==> config.mk <==
export PLATFORM = sky130hd
export DESIGN_NAME = ir_pulse_distance_frame_encoder
export DESIGN_NICKNAME = d
export VERILOG_FILES = /design/src/design/irpd_pkg.sv /design/src/design/irpd_cfg_regs.sv /design/src/design/ir_pulse_distance_frame_encoder.sv
export SDC_FILE = /design/constraint.sdc
export NUM_CORES = 1
export LEC_CHECK = 0
export BUFFER_PORTS_ARGS = -buffer_cell sky130_fd_sc_hd__buf_2
export CORE_ASPECT_RATIO = 0.9
export CORE_MARGIN = 2
export CORE_UTILIZATION = 40
export CTS_BUF_LIST = sky130_fd_sc_hd__clkbuf_16
export CTS_CLUSTER_SIZE = 12
export DETAILED_ROUTE_END_ITERATION = 16
export GPL_ROUTABILITY_DRIVEN = 1
export GPL_TIMING_DRIVEN = 0
export REMOVE_ABC_BUFFERS = 1
export SLEW_MARGIN = 40
export SYNTH_ARGS = -nofsm -noshare
export SYNTH_HDL_FRONTEND = slang
export SYNTH_SLANG_ARGS = --single-unit
==> constraint.sdc <==
create_clock -name clk_i -period 2.2 [get_ports clk_i]
set_clock_uncertainty 0.15 [all_clocks]
set_input_delay 0.66 -clock clk_i [delete_from_list [all_inputs] [get_ports clk_i]]
set_output_delay 0.66 -clock clk_i [all_outputs]
set_load 0.01 [all_outputs]
==> src/design/irpd_pkg.sv <==
// Shared types and constants for the infrared pulse-distance frame encoder.
// No dependencies; used by irpd_cfg_regs, ir_pulse_distance_frame_encoder and tb_top.
package irpd_pkg;

  localparam int unsigned FrameBytes = 13;
  localparam int unsigned PosW       = (FrameBytes > 1) ? $clog2(FrameBytes) : 1;
  localparam int unsigned DurW       = 16;
  localparam int unsigned CfgIdxW    = 3;
  localparam int unsigned StepW      = 5;

  // Sequence steps: three header durations, then sixteen per byte.
  localparam logic [StepW-1:0] StepStart = 5'd0;
  localparam logic [StepW-1:0] StepHdrSp = 5'd1;
  localparam logic [StepW-1:0] StepHdrPs = 5'd2;
  localparam logic [StepW-1:0] StepData  = 5'd3;
  localparam logic [StepW-1:0] StepFinal = 5'd18;

  localparam logic [DurW-1:0] StartRst  = 16'd3750;
  localparam logic [DurW-1:0] HdrSpRst  = 16'd1950;
  localparam logic [DurW-1:0] PauseRst  = 16'd400;
  localparam logic [DurW-1:0] ZeroRst   = 16'd550;
  localparam logic [DurW-1:0] OneRst    = 16'd1450;

  typedef enum logic [CfgIdxW-1:0] {
    RegStart = 3'd0,
    RegHdrSp = 3'd1,
    RegPause = 3'd2,
    RegZero  = 3'd3,
    RegOne   = 3'd4
  } cfg_idx_e;

  typedef struct packed {
    logic [DurW-1:0] start;
    logic [DurW-1:0] hdr_space;
    logic [DurW-1:0] pause;
    logic [DurW-1:0] zero;
    logic [DurW-1:0] one;
  } cfg_t;

endpackage

==> src/design/irpd_cfg_regs.sv <==
// Timing register file of the infrared pulse-distance frame encoder.
// Depends on irpd_pkg for the register indexes and the cfg_t bundle.
module irpd_cfg_regs (
  input  logic                         clk_i,
  input  logic                         rst_ni,
  input  logic                         wr_en_i,
  input  logic [irpd_pkg::CfgIdxW-1:0] wr_idx_i,
  input  logic [irpd_pkg::DurW-1:0]    wr_data_i,
  output irpd_pkg::cfg_t               cfg_o
);
  import irpd_pkg::*;

  cfg_t cfg_q, cfg_d;

  always_comb begin
    cfg_d = cfg_q;
    if (wr_en_i) begin
      case (wr_idx_i)
        RegStart: cfg_d.start     = wr_data_i;
        RegHdrSp: cfg_d.hdr_space = wr_data_i;
        RegPause: cfg_d.pause     = wr_data_i;
        RegZero:  cfg_d.zero      = wr_data_i;
        RegOne:   cfg_d.one       = wr_data_i;
        default:  cfg_d = cfg_q;
      endcase
    end
  end

  always_ff @(posedge clk_i or negedge rst_ni) begin
    if (!rst_ni) begin
      cfg_q.start     <= StartRst;
      cfg_q.hdr_space <= HdrSpRst;
      cfg_q.pause     <= PauseRst;
      cfg_q.zero      <= ZeroRst;
      cfg_q.one       <= OneRst;
    end else begin
      cfg_q <= cfg_d;
    end
  end

  assign cfg_o = cfg_q;

endmodule

==> src/design/ir_pulse_distance_frame_encoder.sv <==
// Top level of the infrared pulse-distance frame encoder.
// Depends on irpd_pkg and irpd_cfg_regs.
//
// Frame bytes enter on the s_axis channel, byte 0 of a frame first, a fixed
// number of bytes per frame. Each byte becomes a run of mark/space words on the
// m_axis channel: sixteen words, nineteen for the first byte of a frame, which
// also carries the header. tlast marks the last word of a byte's run and
// tuser[1] the last word of the frame. In the last byte the upper nibble is
// replaced by the parity nibble of the whole frame.
// A byte is registered on acceptance; its words then leave through the single
// output register, one word per cycle while the receiver does not stall.
// The next byte is taken in the cycle the last word of the current run is
// issued, so runs follow without a gap.
// When the receiver stalls, the output word holds and the sequence pauses.
// Reset empties the output, clears the frame position and parity and loads
// the default timings. The cfg port is always ready; the user writes it only while
// the encoder is idle (not enforced); writes to an index above four are ignored.
module ir_pulse_distance_frame_encoder (
  input  logic                         clk_i,
  input  logic                         rst_ni,
  input  logic                         s_axis_tvalid,
  output logic                         s_axis_tready,
  input  logic [7:0]                   s_axis_tdata,   // frame_byte
  output logic                         m_axis_tvalid,
  input  logic                         m_axis_tready,
  output logic [irpd_pkg::DurW-1:0]    m_axis_tdata,   // duration_us
  output logic                         m_axis_tlast,   // run_end
  output logic [1:0]                   m_axis_tuser,   // is_mark, frame_end
  input  logic                         cfg_valid_i,
  output logic                         cfg_ready_o,
  input  logic [irpd_pkg::CfgIdxW-1:0] cfg_index_i,
  input  logic [irpd_pkg::DurW-1:0]    cfg_data_i
);
  import irpd_pkg::*;

  cfg_t cfg;

  assign cfg_ready_o = 1'b1;

  irpd_cfg_regs u_cfg (
    .clk_i    (clk_i),
    .rst_ni   (rst_ni),
    .wr_en_i  (cfg_valid_i),
    .wr_idx_i (cfg_index_i),
    .wr_data_i(cfg_data_i),
    .cfg_o    (cfg)
  );

  logic            busy_q, busy_d;
  logic [StepW-1:0] step_q, step_d;
  logic [7:0]      byte_q, byte_d;
  logic            last_q, last_d;
  logic [PosW-1:0] pos_q, pos_d;
  logic [3:0]      par_q, par_d;

  logic            ov_q, ov_d;
  logic [DurW-1:0] dur_q, dur_d;
  logic            mark_q, mark_d;
  logic            rend_q, rend_d;
  logic            fend_q, fend_d;

  logic            out_adv, issue, in_acc, is_last_in;
  logic [7:0]      in_byte;
  logic [StepW-1:0] didx;
  logic [2:0]      bit_sel;

  assign out_adv       = !ov_q || m_axis_tready;
  assign issue         = busy_q && out_adv;
  assign s_axis_tready = !busy_q || (issue && (step_q == StepFinal));
  assign in_acc        = s_axis_tvalid && s_axis_tready;

  assign is_last_in = (pos_q >= PosW'(FrameBytes - 1));
  assign in_byte    = is_last_in ? {par_q ^ s_axis_tdata[3:0], s_axis_tdata[3:0]}
                                 : s_axis_tdata;

  assign didx    = step_q - StepData;
  assign bit_sel = didx[3:1];

  always_comb begin
    busy_d = busy_q;
    step_d = step_q;
    byte_d = byte_q;
    last_d = last_q;
    pos_d  = pos_q;
    par_d  = par_q;
    ov_d   = ov_q;
    dur_d  = dur_q;
    mark_d = mark_q;
    rend_d = rend_q;
    fend_d = fend_q;

    if (out_adv) begin
      ov_d = issue;
    end

    if (issue) begin
      step_d = step_q + 5'd1;
      if (step_q == StepFinal) begin
        busy_d = 1'b0;
      end
      case (step_q)
        StepStart: begin
          dur_d  = cfg.start;
          mark_d = 1'b1;
        end
        StepHdrSp: begin
          dur_d  = cfg.hdr_space;
          mark_d = 1'b0;
        end
        StepHdrPs: begin
          dur_d  = cfg.pause;
          mark_d = 1'b1;
        end
        default: begin
          mark_d = didx[0];
          if (didx[0]) begin
            dur_d = cfg.pause;
          end else begin
            dur_d = byte_q[bit_sel] ? cfg.one : cfg.zero;
          end
        end
      endcase
      rend_d = (step_q == StepFinal);
      fend_d = (step_q == StepFinal) && last_q;
    end

    if (in_acc) begin
      busy_d = 1'b1;
      step_d = (pos_q == '0) ? StepStart : StepData;
      byte_d = in_byte;
      last_d = is_last_in;
      if (is_last_in) begin
        pos_d = '0;
        par_d = 4'h0;
      end else begin
        pos_d = pos_q + PosW'(1);
        par_d = par_q ^ in_byte[3:0] ^ in_byte[7:4];
      end
    end
  end

  always_ff @(posedge clk_i or negedge rst_ni) begin
    if (!rst_ni) begin
      busy_q <= 1'b0;
      step_q <= StepStart;
      last_q <= 1'b0;
      pos_q  <= '0;
      par_q  <= 4'h0;
      ov_q   <= 1'b0;
    end else begin
      busy_q <= busy_d;
      step_q <= step_d;
      last_q <= last_d;
      pos_q  <= pos_d;
      par_q  <= par_d;
      ov_q   <= ov_d;
    end
  end

  always_ff @(posedge clk_i) begin
    byte_q <= byte_d;
    dur_q  <= dur_d;
    mark_q <= mark_d;
    rend_q <= rend_d;
    fend_q <= fend_d;
  end

  assign m_axis_tvalid = ov_q;
  assign m_axis_tdata  = dur_q;
  assign m_axis_tlast  = rend_q;
  assign m_axis_tuser  = {fend_q, mark_q};

  a_frame_end_ends_run : assert property (@(posedge clk_i) disable iff (!rst_ni)
    m_axis_tvalid && m_axis_tuser[1] |-> m_axis_tlast)
    else $error("frame end word without run end");

  a_step_range : assert property (@(posedge clk_i) disable iff (!rst_ni)
    busy_q |-> step_q <= StepFinal)
    else $error("step counter beyond final step");

  a_accept_starts_run : assert property (@(posedge clk_i) disable iff (!rst_ni)
    in_acc |=> busy_q && (step_q == StepStart || step_q == StepData))
    else $error("accepted byte did not start a run");

  a_pos_range : assert property (@(posedge clk_i) disable iff (!rst_ni)
    pos_q <= PosW'(FrameBytes - 1))
    else $error("frame position out of range");

endmodule

==> impl_summary.md <==
Final layout
The filler cell count in the final layout is 1,216. The share of layout cells above drive strength 1 is 0.460. From synthesis to final layout, the design area changed by 23.9%. After routing the design area is 7020 sq um. In the final layout, flip-flops and latches occupy 3250 sq um. The final antenna diode count is 0. The final-stage net count is 514. The multi-input gate area in the final layout is 2380 sq um.

Setup path
Data on the critical path arrives at its endpoint at 2.46 ns. The worst register-to-register path ends at m_axis_tdata[10]$_DFFE_PP_. The flop-to-flop setup slack is -0.28 ns. The setup path with the least slack is of type reg -> reg.

STA classifies the critical path endpoint as a register. The length in cells of the worst reg-to-reg path is 7. The startpoint identified for the worst register-to-register timing path is step_q[0]$_DFFE_PN0P_. The data required time of the worst path is 2.18 ns.

Of all nets on the critical path, the largest fanout is 8. The launching element type of the critical path is a register.

Routing
The final route contains 3,680 vias. After the first detailed-routing iteration, the DRC count stood at 381. The post-route antenna net violation count is 0.

In the routed design, unresolved DRC markers number 0. The first-pass detailed-route iteration total is 5. The average via count per standard cell is 5.40. The routed wire length is 12.8 mm. The average wire per standard cell is 18.7 microns.

Floorplanning
The placeable core area is 14,000 sq um. The die height is 117 microns. The x dimension of the die is 129 microns. The floorplan step defined a die boundary enclosing 15,100 sq um. The initialized floorplan defines 41 standard-cell rows. In this run the count of I/O pins placed on the die edge is 54. For this configuration, the core starts out at a cell density of 0.406.

Yosys
Dividing the synthesized area by the synthesized cell count gives 14.0 sq um. The yosys synthesis warning count is 0. The largest total area in the synthesized netlist belongs to dfrtp_1. Counting flops with a built-in enable in the synthesized netlist gives 27. Counting flops and latches in the post-synthesis netlist gives 123. The post-synthesis sequential area ratio is 0.573. The top-area cell type share of the netlist area is 0.300.

The cell count after synthesis came out at 405. The count of unique library cells instantiated by Yosys is 42. The leading cell type by number of instances after synthesis is mux2_2. Counting instances in the post-synthesis netlist gives the leading cell types as 74 x mux2_2, 68 x dfrtp_1, 33 x mux2i_1. The mapped netlist covers 5670 sq um.

Of all flip-flops after synthesis, the portion carrying an async set or reset was 0.780. Ranked by total cell area, the synthesized netlist is headed by dfrtp_1 30%, mux2_2 15%, edfxtp_1 14%. Among all flip-flop cells after synthesis, the most frequent one is dfrtp_1.

STA
The minimum hold slack is 0.00945 ns. The final max-slew violation count came to 0. The highest achievable clock rate is 404 MHz. Setup violations remaining at the end of the flow were counted as 17.

The minimum period implied by the final worst setup slack is 2.48 ns. The post-route fraction of the period consumed by the critical path is 1.13. Setup repair after global routing could not meet its margin everywhere. The final hold violation count is 0.

The slew at the pin closest to its max-slew limit is 0.835 ns. The worst pin sits at a relative slew slack of 0.443. Across all setup checks in the final design, the least slack found is -0.276 ns.

Global routing
For met1 alone, demand over resource in global routing was 0.220. The global routing stage identified its most utilized layer as met2. In the global route stage, overall resource usage came out at 0.177. The global-route wire length before repair is 20.1 mm.

The via count of the first global-routing pass came to 3,833. For this run, global-route usage on met2 was measured as 0.300. For this run the aggregate overflow at the end of global routing stands at 0. The global routing usage on met3 is 0.0418.

The number of antenna violations at the first check in global routing is 0. The maximum number of pins on one net before global-route repair is 56.

Power and ir drop
The ratio of total power to cell area is 1360 nW/um^2. The maximum vdd drop is 0.632 mV. The leakage power is 2.94 nW.

Placement
The total placed instance area is 6260 sq um. The count of input and output buffers is 52. Summed over all nets, the half-perimeter wirelength after detailed placement is 8.30 mm. The routability congestion estimate from global placement is 0.718.

Clock tree
The clock sink total is 123. The number of levels the H-tree was split into is 4. The root cell of the clock tree is clkbuf_16. No sink is reached through more buffers than the 2 on the longest clock path. After clock tree synthesis, the clock-pin slew on the worst setup and hold paths is 0.06 ns.

The clock insertion delay at the later pin of the skew report is 0.41 ns. The number of clock buffers added by TritonCTS is 17. The number of hold buffers added after cts is 0. TritonCTS built the clock tree.

Hold path
The worst hold path class is in -> async.

Status
The checks that failed: setup timing. The run finished, with violations left.

Job
The max capacitance violation total is 0.
## worst max path at each step
stage / startpoint / endpoint / depth (start not counted)
finish: step_q[0]$_DFFE_PN0P_ / m_axis_tdata[10]$_DFFE_PP_ / 7
global route: step_q[0]$_DFFE_PN0P_ / m_axis_tdata[4]$_DFFE_PP_ / 7
CTS: step_q[0]$_DFFE_PN0P_ / m_axis_tdata[0]$_DFFE_PP_ / 8
detailed placement: step_q[0]$_DFFE_PN0P_ / pos_q[3]$_DFFE_PN0N_ / 8
global placement: cfg_valid_i / u_cfg.cfg_o[38]$_DFFE_PN0P_ / 3
floorplan: cfg_valid_i / u_cfg.cfg_o[32]$_DFFE_PN0P_ / 2
## layout by cell type, fill, tap and decap left out, types with 10 or more instances in the layout
| master | instances |
|---|---|
| o221ai_1 | 15 |
| buf_2 | 51 |
| nor2_1 | 10 |
| o21ai_1 | 10 |
| a222oi_1 | 16 |
| clkbuf_16 | 18 |
| dfrtp_1 | 65 |
| nand2_1 | 12 |
| buf_4 | 14 |
| dfstp_2 | 28 |
| mux2i_1 | 33 |
| mux2_2 | 74 |
| edfxtp_1 | 27 |
## layout make-up
type,count,area share
flip-flops and latches,123,0.463
multi-input cells,252,0.339
repair buffers,76,0.0774
clock buffers,17,0.0606
well taps,193,0.0344
clock inverters,15,0.0200
inverters,5,0.00446
repair inverters,1,0.000535
## critical path: stages (launching register included)
cell       delay (ns)
dfrtp_2          0.42
buf_6            0.13
a21oi_4          0.19
xnor2_4          0.16
mux4_2           0.63
clkbuf_16        0.23
mux2i_1          0.15
o221ai_1         0.13
## logic make-up (layout without fill, tap and decap cells)
| logic type | after synthesis | after routing | synth area share |
|---|---|---|---|
| flops | 123 | 123 | 0.573 |
| fa+ha+maj | 6 | 6 | 0.0133 |
| compound gates | 61 | 61 | 0.0852 |
| xor+xnor | 11 | 11 | 0.0183 |
| other cells | 1 | 1 | 0.000662 |
| buf+inv | 30 | 114 | 0.0294 |
| simple gates | 57 | 57 | 0.0526 |
| mux | 116 | 116 | 0.227 |
## sequential cells by signal, summed over array words and instances (netlist names)
| signal | count |
|---|---|
| u_cfg.cfg_o | 80 |
| m_axis_tdata | 16 |
| byte_q | 8 |
| step_q | 5 |
| par_q | 4 |
| pos_q | 4 |
| busy_q | 1 |
| fend_q | 1 |
| last_q | 1 |
| m_axis_tlast | 1 |
| m_axis_tvalid | 1 |
| mark_q | 1 |
## through the flow
stage / total power, mW / setup TNS (ns) / instances / utilization / setup WS (ns)
2_1_floorplan: 5.45 / -40.80 / 380 / - / -0.810
3_3_place_gp: 6.28 / -217.40 / 625 / 0.431 / -2.33
3_5_place_dp: 6.52 / -23.08 / 640 / 0.449 / -0.590
4_1_cts: 9.46 / -4.81 / 680 / 0.498 / -0.329
5_1_grt: 10.1 / -5.88 / 682 / 0.503 / -0.365
6_report: 9.57 / -4.26 / 682 / 0.503 / -0.276
## repair_timing
action	CTS	global route
pin swaps	1	20
gates cloned	1	1
resized for setup	11	9
buffers inserted	7	2
setup endpoints to repair	39	20
## routing by layer
layer	share of wire	routed length (microns)
met4	0.019	245
met1	0.43	5440
met3	0.046	582
met5	0	0
met2	0.51	6490
## where the power goes
group / total (mW) / switching (mW) / internal [mW]
registers: 3.53 / 0.400 / 3.13
clock network: 2.67 / 0.935 / 1.73
logic: 3.38 / 1.71 / 1.66
Power figures use the tool's default switching activity.
